File: src/rtl/kmc_pkg.sv
// Shared types and constants of the Karger minimum-cut contraction block.
`timescale 1ns / 1ps
package kmc_pkg;

   localparam int NODE_W   = 11;
   localparam int COUNT_W  = 12;
   localparam int CUT_W    = 13;
   localparam int TRIAL_W  = 16;
   localparam int SEED_W   = 32;
   localparam int PROD_W   = 21;
   localparam int CSR_ADDR_W = 2;
   localparam int CSR_DATA_W = 32;
   localparam logic [SEED_W-1:0] PICK_MASK = 32'hD000_0001;
   localparam int DIV_STEPS_W = 6;

   localparam logic [CSR_ADDR_W-1:0] CSR_NUM_NODES  = 2'd0;
   localparam logic [CSR_ADDR_W-1:0] CSR_CUT_TARGET = 2'd1;
   localparam logic [CSR_ADDR_W-1:0] CSR_LFSR_SEED  = 2'd2;
   localparam logic [CSR_ADDR_W-1:0] CSR_MAX_TRIALS = 2'd3;

   typedef struct packed {
      logic [NODE_W-1:0] node_a;
      logic [NODE_W-1:0] node_b;
      logic              last_edge;
   } req_type;

   typedef struct packed {
      logic [CUT_W-1:0]   cut_edges;
      logic [COUNT_W-1:0] side_one_size;
      logic [COUNT_W-1:0] side_two_size;
      logic [PROD_W-1:0]  size_product;
      logic [TRIAL_W-1:0] trials_used;
      logic               found;
   } rsp_type;

   typedef struct packed {
      logic load_edge;
      logic seed;
      logic trial_init;
      logic lbl_init;
      logic cross_clr;
      logic lbl_rd_edge;
      logic cross_acc;
      logic lfsr_step;
      logic div_step;
      logic pick_rd;
      logic pick_cap;
      logic node_clr;
      logic node_wr;
      logic merge_done;
      logic trial_end;
      logic root_rd;
      logic side_clr;
      logic side_acc;
      logic emit;
   } cmd_type;

   typedef struct packed {
      logic node_done;
      logic edge_done;
      logic div_done;
      logic pick_ok;
      logic trial_go;
      logic accept;
      logic limit_hit;
   } sts_type;

endpackage

File: src/rtl/kmc_ctrl.sv
// Sequencing state machine of the Karger contraction block.
`timescale 1ns / 1ps
module kmc_ctrl (
   input  logic             clock,
   input  logic             reset,
   input  logic             start,
   input  logic             last_edge,
   input  kmc_pkg::sts_type sts,
   output kmc_pkg::cmd_type cmd,
   output logic             busy
);
   import kmc_pkg::*;

   typedef enum logic [4:0] {
      ST_IDLE, ST_SEED, ST_LINIT, ST_ERD, ST_ELBL, ST_EACC, ST_DECIDE, ST_DIV,
      ST_PLBL, ST_PCAP, ST_NRD, ST_NWR, ST_TCHECK, ST_ROOT, ST_SRD, ST_SACC,
      ST_EMIT
   } state_type;

   state_type state_ff, state_in;
   logic      busy_ff, busy_in;

   always_comb begin
      cmd      = '0;
      state_in = state_ff;
      unique case (state_ff)
         ST_IDLE: begin
            if (start) begin
               cmd.load_edge = 1'b1;
               if (last_edge) state_in = ST_SEED;
            end
         end
         ST_SEED: begin
            cmd.seed       = 1'b1;
            cmd.trial_init = 1'b1;
            state_in       = ST_LINIT;
         end
         ST_LINIT: begin
            if (sts.node_done) begin
               cmd.cross_clr = 1'b1;
               state_in      = ST_ERD;
            end else begin
               cmd.lbl_init = 1'b1;
            end
         end
         ST_ERD:  state_in = sts.edge_done ? ST_DECIDE : ST_ELBL;
         ST_ELBL: begin
            cmd.lbl_rd_edge = 1'b1;
            state_in        = ST_EACC;
         end
         ST_EACC: begin
            cmd.cross_acc = 1'b1;
            state_in      = ST_ERD;
         end
         ST_DECIDE: begin
            if (sts.trial_go) begin
               cmd.lfsr_step = 1'b1;
               state_in      = ST_DIV;
            end else begin
               cmd.trial_end = 1'b1;
               state_in      = ST_TCHECK;
            end
         end
         ST_DIV: begin
            if (sts.div_done) begin
               cmd.pick_rd = 1'b1;
               state_in    = ST_PLBL;
            end else begin
               cmd.div_step = 1'b1;
            end
         end
         ST_PLBL: begin
            cmd.lbl_rd_edge = 1'b1;
            state_in        = ST_PCAP;
         end
         ST_PCAP: begin
            if (sts.pick_ok) begin
               cmd.pick_cap = 1'b1;
               cmd.node_clr = 1'b1;
               state_in     = ST_NRD;
            end else begin
               state_in = ST_DECIDE;
            end
         end
         ST_NRD: begin
            if (sts.node_done) begin
               cmd.merge_done = 1'b1;
               cmd.cross_clr  = 1'b1;
               state_in       = ST_ERD;
            end else begin
               state_in = ST_NWR;
            end
         end
         ST_NWR: begin
            cmd.node_wr = 1'b1;
            state_in    = ST_NRD;
         end
         ST_TCHECK: begin
            if (sts.accept || sts.limit_hit) begin
               cmd.root_rd = 1'b1;
               state_in    = ST_ROOT;
            end else begin
               cmd.trial_init = 1'b1;
               state_in       = ST_LINIT;
            end
         end
         ST_ROOT: begin
            cmd.side_clr = 1'b1;
            state_in     = ST_SRD;
         end
         ST_SRD:  state_in = sts.node_done ? ST_EMIT : ST_SACC;
         ST_SACC: begin
            cmd.side_acc = 1'b1;
            state_in     = ST_SRD;
         end
         ST_EMIT: begin
            cmd.emit = 1'b1;
            state_in = ST_IDLE;
         end
         default: state_in = ST_IDLE;
      endcase
      busy_in = (state_in != ST_IDLE);
   end

   always_ff @(posedge clock) begin
      if (reset) begin
         state_ff <= ST_IDLE;
         busy_ff  <= 1'b0;
      end else begin
         state_ff <= state_in;
         busy_ff  <= busy_in;
      end
   end

   assign busy = busy_ff;

endmodule

File: config.mk
export PLATFORM = sky130hd
export DESIGN_NAME = kmc_ctrl
export DESIGN_NICKNAME = d
export VERILOG_FILES = /design/src/rtl/kmc_pkg.sv /design/src/rtl/kmc_ctrl.sv
export SDC_FILE = /design/constraint.sdc
export NUM_CORES = 1
export LEC_CHECK = 0
export ABC_AREA = 1
export BUFFER_PORTS_ARGS = -buffer_cell sky130_fd_sc_hd__buf_4
export CORE_MARGIN = 2
export CORE_UTILIZATION = 25
export CTS_CLUSTER_DIAMETER = 100
export DETAILED_ROUTE_END_ITERATION = 8
export PLACE_DENSITY = 0.5
export SYNTH_ARGS = -nofsm -noshare
export SYNTH_HDL_FRONTEND = slang
export SYNTH_SLANG_ARGS = --single-unit
File: constraint.sdc
create_clock -name clock -period 1.2 [get_ports clock]
set_input_delay 0.24 -clock clock [delete_from_list [all_inputs] [get_ports clock]]
set_output_delay 0.24 -clock clock [all_outputs]
set_load 0.05 [all_outputs]
==> impl_summary.log, run 1 <==
INFO  metric clock_transition_at_path_regs = 0.05 ns
INFO  metric worstPathArrival = about 1.3 ns
INFO  metric rsz0062_at_grt = yes
INFO  metric placement_row_count = 18
INFO  metric synth.most_common_cell = sky130_fd_sc_hd__nand2_1
INFO  metric synth_enable_flop_cells = 0
INFO  metric area_of_the_die = approximately 0.0030 sq mm
INFO  metric wire_length_of_the_first_global_routing_pass = 3.98 mm
INFO  metric path_common_cell = sky130_fd_sc_hd__inv_4
INFO  metric finalHoldViolCount = 0
INFO  metric place_congestion = a little under 0.9
INFO  metric max-cap-violations = 0
INFO  metric clock.fmax = between 0.6 and 0.7 GHz
INFO  metric number_of_register_bits_inferred_by_synthesis = 6
INFO  metric pin_count = 31
INFO  metric setup.worst_path.end_class = primary output
INFO  metric syn_avg_cell_area = approximately 5.2 sq um
INFO  metric post-route-drc-count = 0
INFO  metric setup.worst_path.start_class = flop
INFO  metric post_synth_mux_area_share = 0
INFO  metric violations = setup timing
INFO  metric synth.cell_area = ~640 sq um
INFO  metric async_reset_ff_frac = 0
INFO  metric min_path_type = in -> reg
INFO  metric tritoncts = built
INFO  metric detail_route.first_pass.iterations = 4
INFO  metric finalSetupViolations = 24
INFO  metric synth.area.top_cells = sky130_fd_sc_hd__dfxtp_1 (19%), sky130_fd_sc_hd__nand2_1 (18%), sky130_fd_sc_hd__nor2_1 (15%)
INFO  metric floorplan.initialDensity = 0.261
INFO  metric final.setup.tns = -7.22 ns
INFO  metric worst_ep_required_time = between 0.9 and 1 ns
INFO  metric layout_worst_path_cycle_share = 1.31
INFO  metric core_area = 0.00245 sq mm
INFO  metric grt_antenna_before_repair = 0
INFO  metric synth_compound_gate_area_share = 0.0645
INFO  metric vias_per_cell = ~4.4
INFO  metric nets = about 200
INFO  metric crit_fanout = 8
INFO  metric crit_path_cell_trace = inv_4 > nand3_4 > nor2_4 > inv_4 > a21oi_4 > buf_6
INFO  metric numCtsBuffers = 3
INFO  metric synth_cells = approximately 120
INFO  metric port_buffers = 30
INFO  metric final_area = about 0.0017 sq mm
INFO  metric area_fraction_of_the_dominant_cell_type_after_synthesis = 0.188
INFO  metric chipWidth = ~55 microns
INFO  metric worst-setup-path-type = reg -> out
INFO  metric p_leak = 0.000757 uW
INFO  metric root_buffer = sky130_fd_sc_hd__clkbuf_4
INFO  metric dp.final_hpwl = between 1.5 and 2 mm
INFO  metric max-clock-path-buffers = 2
INFO  metric final_critical_path_setup_slack = -0.375 ns
INFO  metric post_synth_fa_ha_maj_area_fraction = 0
INFO  metric grt_util_all_layers = 0.185
INFO  metric dpl_worst_slack = -0.236 ns
INFO  metric synthSimpleGateAreaFrac = 0.561
INFO  metric final_layout_size_suffix_gt1_frac = 0.741
INFO  metric critPathTopFamily = flip-flops
INFO  metric dr.first_iter.drc_count = 7
INFO  metric layout_min_cycle_time = approximately 1.6 ns
INFO  metric synth-xor-area-share = 0
INFO  metric critical_path.slowest_cell = sky130_fd_sc_hd__dfxtp_4
INFO  metric synthDominantAreaCellType = sky130_fd_sc_hd__dfxtp_1
INFO  metric synth_top_flop_cell = sky130_fd_sc_hd__dfxtp_1
INFO  metric grt_overflow_total = 0
INFO  metric grt_max_degree = 9
INFO  metric report.final.slew_viol_count = 0
INFO  metric cts_htree_levels = 1
INFO  metric vias = 974
INFO  metric cp_slowest_stage_delay = slightly below 0.4 ns
INFO  metric synthesis_to_layout_area_growth = 168%
INFO  metric clkLatencyLatePin = approximately 0.24 ns
INFO  metric sinks_on_clock_net = 6
INFO  metric synth_top_family_by_area = simple AND/OR/NAND/NOR gates
INFO  metric grt_pass1_vias = 890
INFO  metric totalWireLength = approximately 2.5 mm
INFO  metric synth_cell_type_count = 20
INFO  metric cp.buffers_inverters = 3
INFO  metric clock_skew = 0.00503 ns
INFO  metric worst_pin_slew = around 0.22 ns
INFO  metric drt-wirelength-per-cell = between 10 and 15 microns
INFO  metric diode_count = 0
INFO  metric die_h = around 55 microns
INFO  metric relSlewSlack = 0.855
INFO  metric synth.yosys.warnings = 0
INFO  metric yosysSeqAreaShare = 0.188
INFO  metric placed_area = between 0.001 and 0.0015 sq mm
INFO  metric power.density = 1050 mW/mm^2
INFO  metric synth_nets = about 130
INFO  metric ranking_of_synthesized_cells_by_instance_count = sky130_fd_sc_hd__nand2_1 (30), sky130_fd_sc_hd__nor2_1 (26), sky130_fd_sc_hd__inv_1 (23)
INFO  metric outcome = complete, but fails checks
INFO  metric final_antenna_net_count = 0
INFO  metric vdd_drop_max = approximately 1200 uV
metal layers:
metal  track usage  share of wire
met5             0              0
met4        0.0875         0.0099
met3        0.0191          0.021
met2         0.296           0.53
met1         0.247           0.44
what timing repair did:
action / in CTS / in global routing
hold buffers: 0 / 0
buffers inserted: 9 / 4
resized for setup: 68 / 30
hold endpoints to repair: 0 / 0
cloned: 0 / 0
setup endpoints to repair: 24 / 24
pin swaps: 9 / 15
path summary, 6_finish.rpt:
path / to / cells past startpoint / start / slack (ns)
setup / recovery: cmd[14] / 6 / state_ff[2] / -0.37
hold / removal: state_ff[3] / 2 / reset / 0.19
setup reg to reg: busy / 11 / state_ff[4] / -0.29
hold reg to reg: state_ff[4] / 4 / state_ff[1] / 0.72
cell usage in the layout, fill, tap and decap left out, drive strengths merged:
master    netlist  layout
nand2          33      33
nand4           3       3
nor4            1       1
a31oi           1       1
a21oi           4       4
buf             2      64
clkbuf          0       4
dfxtp           6       6
or2             1       1
inv            27      18
clkinvlp        0       8
nand3           8       8
clkinv          1       2
nor2           29      29
o21ai           3       3
nor3            4       4
report_power, final:
part | internal, uW | switching [uW]
logic | 562 | 704
clock network | 126 | 75.2
registers | 245 | 95.5
total | 933 | 875
metrics by stage:
step           utilization  hold WS (ns)  power, uW  std cells
4_1_cts              0.642         0.177       1650        215
3_5_place_dp         0.505         0.444       1210        202
6_report             0.700         0.187       1810        219
2_1_floorplan            -         0.302        877        123
5_1_grt              0.700         0.180       1920        219
3_3_place_gp         0.505         0.446       1210        202
registers in the layout (all words and copies together), names as in the netlist:
name	cells
state_ff	5
busy	1
area by class of cell:
cell class	instances	area [sq um]
Multi-Input combinational cell	87	714
Sequential cell	6	136
Fill cell	195	736
Clock buffer	4	26.3
Timing Repair Buffer	64	642
Tap cell	30	37.5
Inverter	28	163
cells by family after synthesis:
| kind of cell | Yosys count |
|---|---|
| DFF | 6 |
| AOI/OAI and AO/OA | 8 |
| and+or+nand+nor | 79 |
| buffers and inverters | 30 |
Power figures use the tool's default switching activity.
==> run 2, diff against run 1 <==
TNS_END_PERCENT = 5   (was not set)
==> run 2 against run 1 <==
The flow still finishes with violations (setup timing). Sequential share of layout area grew 2.0 points. Clock power shrank 7%. Clock skew grew 0.0027 ns. Critical path depth grew 1. Setup slack gained 0.016 ns. Utilization shrank 13 points. Critical path type unchanged. Largest power group unchanged.
==> impl_summary.log, run 2 (synthesis gave the netlist of run 1 again) <==
INFO  metric worst_pin_slew = 0.234 ns (+0.0188 ns)
INFO  metric crit_path_cell_trace = nor2_4 > nand2_2 > inv_4 > nand2_4 > buf_6 > nor2_4 > buf_8
INFO  metric worstPathArrival = 1.32 ns (about the same)
INFO  metric dp.final_hpwl = 1.80 mm (-1.4%)
INFO  metric combPwrFrac = 0.676 (-0.024)
INFO  metric vias = 932 (-4.3%)
INFO  metric sinks_on_clock_net = 6 (unchanged)
INFO  metric grt_pass1_vias = 842 (-5.4%)
INFO  metric root_buffer = sky130_fd_sc_hd__clkbuf_4
INFO  metric globalRouteMet1Util = 0.211 (-0.0366)
INFO  metric area_of_the_die = 0.00298 sq mm (unchanged)
INFO  metric gr-max-usage-layer = met2
INFO  metric p_sw_frac = 0.486 (+0.00185)
INFO  metric final_area = 0.00140 sq mm (-19%)
INFO  metric placement_row_count = 18 (unchanged)
INFO  metric setup.worst_path.start_class = flop
INFO  metric overall_power = 1510 uW (-17%)
INFO  metric registers.top_by_ff_count = state_ff
INFO  metric clock_skew = 0.00775 ns (+0.00272 ns)
INFO  metric grt_overflow_total = 0 (unchanged)
INFO  metric vias_per_cell = 4.50 (+1.2%)
INFO  metric max-cap-violations = 0 (unchanged)
INFO  metric final_antenna_net_count = 0 (unchanged)
INFO  metric cp_slowest_stage_delay = 0.38 ns (about the same)
INFO  metric vdd_drop_max = 1240 uV (+4.2%)
INFO  metric grt_use_met2 = 0.300 (+0.00397)
INFO  metric drt-wirelength-per-cell = 10.7 microns (-7.5%)
INFO  metric finalHoldViolCount = 0 (unchanged)
INFO  metric grt_max_degree = 8 (-1)
INFO  metric relSlewSlack = 0.842 (-0.0127)
INFO  metric port_buffers = 30 (unchanged)
INFO  metric max-clock-path-buffers = 2 (unchanged)
INFO  metric outcome = complete, but fails checks
INFO  metric finalSetupViolations = 24 (unchanged)
INFO  metric power.density = 1080 mW/mm^2 (+2.7%)
INFO  metric numCtsBuffers = 3 (unchanged)
INFO  metric cts-hold-fix-buffers = 0 (unchanged)
INFO  metric placed_area = 0.00114 sq mm (-7.9%)
INFO  metric clkLatencyLatePin = 0.25 ns (about the same)
INFO  metric detail_route.first_pass.iterations = 2 (-2)
INFO  metric clock_transition_at_path_regs = 0.05 ns (about the same)
INFO  metric core_area = 0.00245 sq mm (unchanged)
INFO  metric report.final.slew_viol_count = 0 (unchanged)
INFO  metric pin_count = 31 (unchanged)
INFO  metric grt_antenna_before_repair = 0 (unchanged)
INFO  metric diode_count = 0 (unchanged)
INFO  metric die_h = 54.6 microns (unchanged)
INFO  metric mostFrequentLayoutCell = sky130_fd_sc_hd__buf_4
INFO  metric tritoncts = built
INFO  metric path_common_cell = sky130_fd_sc_hd__nor2_4
INFO  metric final_cell_mix = sky130_fd_sc_hd__buf_4 (32), sky130_fd_sc_hd__nand2_1 (24), sky130_fd_sc_hd__inv_1 (19), sky130_fd_sc_hd__buf_6 (19), sky130_fd_sc_hd__nor2_1 (14)
INFO  metric floorplan.initialDensity = 0.261 (unchanged)
INFO  metric power_report.internal_total = 776 uW (-17%)
INFO  metric clock.fmax = 0.641 GHz (+1.0%)
INFO  metric number_of_flip_flops_under_the_largest_register_name = 5 (unchanged)
INFO  metric chipWidth = 54.6 microns (unchanged)
INFO  metric crit_fanout = 6 (-2)
INFO  metric groute.layer.met3.usage = 0.0137 (-0.00546)
INFO  metric dr.first_iter.drc_count = 2 (-5)
INFO  metric pwr-share-seq = 0.200 (+0.012)
INFO  metric worst-setup-path-type = reg -> out
INFO  metric setup.worst_path.end_class = primary output
INFO  metric cts_htree_levels = 1 (unchanged)
INFO  metric synthesis_to_layout_area_growth = 118%
INFO  metric place_congestion = 0.881 (-0.18%)
INFO  metric totalWireLength = 2.21 mm (-13%)
INFO  metric wire_length_of_the_first_global_routing_pass = 3.59 mm (-9.9%)
INFO  metric layout_worst_path_cycle_share = 1.30 (-0.0131)
INFO  metric final_layout_size_suffix_gt1_frac = 0.588 (-0.153)
INFO  metric power.share.clock = 0.124 (+0.013)
INFO  metric nets = 190 (-5.5%)
INFO  metric critical_path.slowest_cell = sky130_fd_sc_hd__dfxtp_4
INFO  metric worst_ep_required_time = 0.96 ns (about the same)
INFO  metric min_path_type = in -> reg
INFO  metric rsz0062_at_grt = yes
INFO  metric grt_util_all_layers = 0.173 (-0.0127)
INFO  metric violations = setup timing
INFO  metric layout_min_cycle_time = 1.56 ns (-0.0157 ns)
INFO  metric p_leak = 0.000727 uW (-4.0%)
INFO  metric post-route-drc-count = 0 (unchanged)
INFO  metric power_switching = 733 uW (-16%)
INFO  metric final_critical_path_setup_slack = -0.359 ns (+0.0157 ns)
==> run 2: cell count changes in the layout (fill, tap and decap cells not counted), moves of 3 or more <==
cell	previous run	this run
sky130_fd_sc_hd__nand2_2	12	5
sky130_fd_sc_hd__nor2_4	13	8
sky130_fd_sc_hd__inv_1	9	19
sky130_fd_sc_hd__buf_8	13	2
sky130_fd_sc_hd__nand2_1	13	24
sky130_fd_sc_hd__nand2_8	3	0
sky130_fd_sc_hd__nor2_1	10	14
sky130_fd_sc_hd__clkinvlp_4	8	1
==> run 2: final cells by class <==
type                       count  area (sq um)
multi-input combinational     87           591
clock buffer                   3          22.5
tap                           30          37.5
inverter                      28           124
fill                         236          1060
timing repair buffer          53           484
sequential                     6           139
==> run 2: through the flow <==
step / hold slack (ns) / utilization / std cells / setup slack, ns / setup TNS [ns]
global route: 0.190 / 0.569 / 207 / -0.433 / -9.02
global placement: 0.445 / 0.465 / 201 / -0.363 / -4.34
floorplan: 0.305 / - / 123 / -0.265 / -2.70
detailed placement: 0.446 / 0.465 / 201 / -0.362 / -4.54
CTS: 0.180 / 0.554 / 207 / -0.352 / -7.19
finish: 0.187 / 0.569 / 207 / -0.359 / -6.88
==> run 2: final timing paths <==
kind / startpoint / end / slack, ns / cells after the start
min: reset / state_ff[0] / 0.19 / 2
max reg2reg: state_ff[2] / busy / -0.25 / 10
max: state_ff[3] / cmd[18] / -0.36 / 7
min reg2reg: state_ff[1] / state_ff[4] / 0.69 / 4
==> run 2: timing repair <==
| item | CTS | global route |
|---|---|---|
| setup endpoints to repair | 24 | 25 |
| pin swaps | 7 | 6 |
| setup buffers | 3 | 0 |
| resized for setup | 52 | 10 |
==> run 2: critical path, delay by kind of cell, from the launching register on <==
family / cells / cell delay (ns)
flops: 1 / 0.38
buf+inv: 3 / 0.36
simple gates: 4 / 0.34
==> run 2: power by group through the flow <==
stage	combinational [uW]	sequential, uW	clock [uW]
floorplan	486	320	0
global placement	855	280	0
detailed placement	851	284	0
CTS	988	300	198
global route	1100	305	202
finish	1020	302	187
==> run 2: metal layers <==
metal | wire [microns] | share of wire
met2 | 1130 | 0.51
met5 | 0 | 0
met4 | 51 | 0.023
met1 | 916 | 0.42
met3 | 109 | 0.049
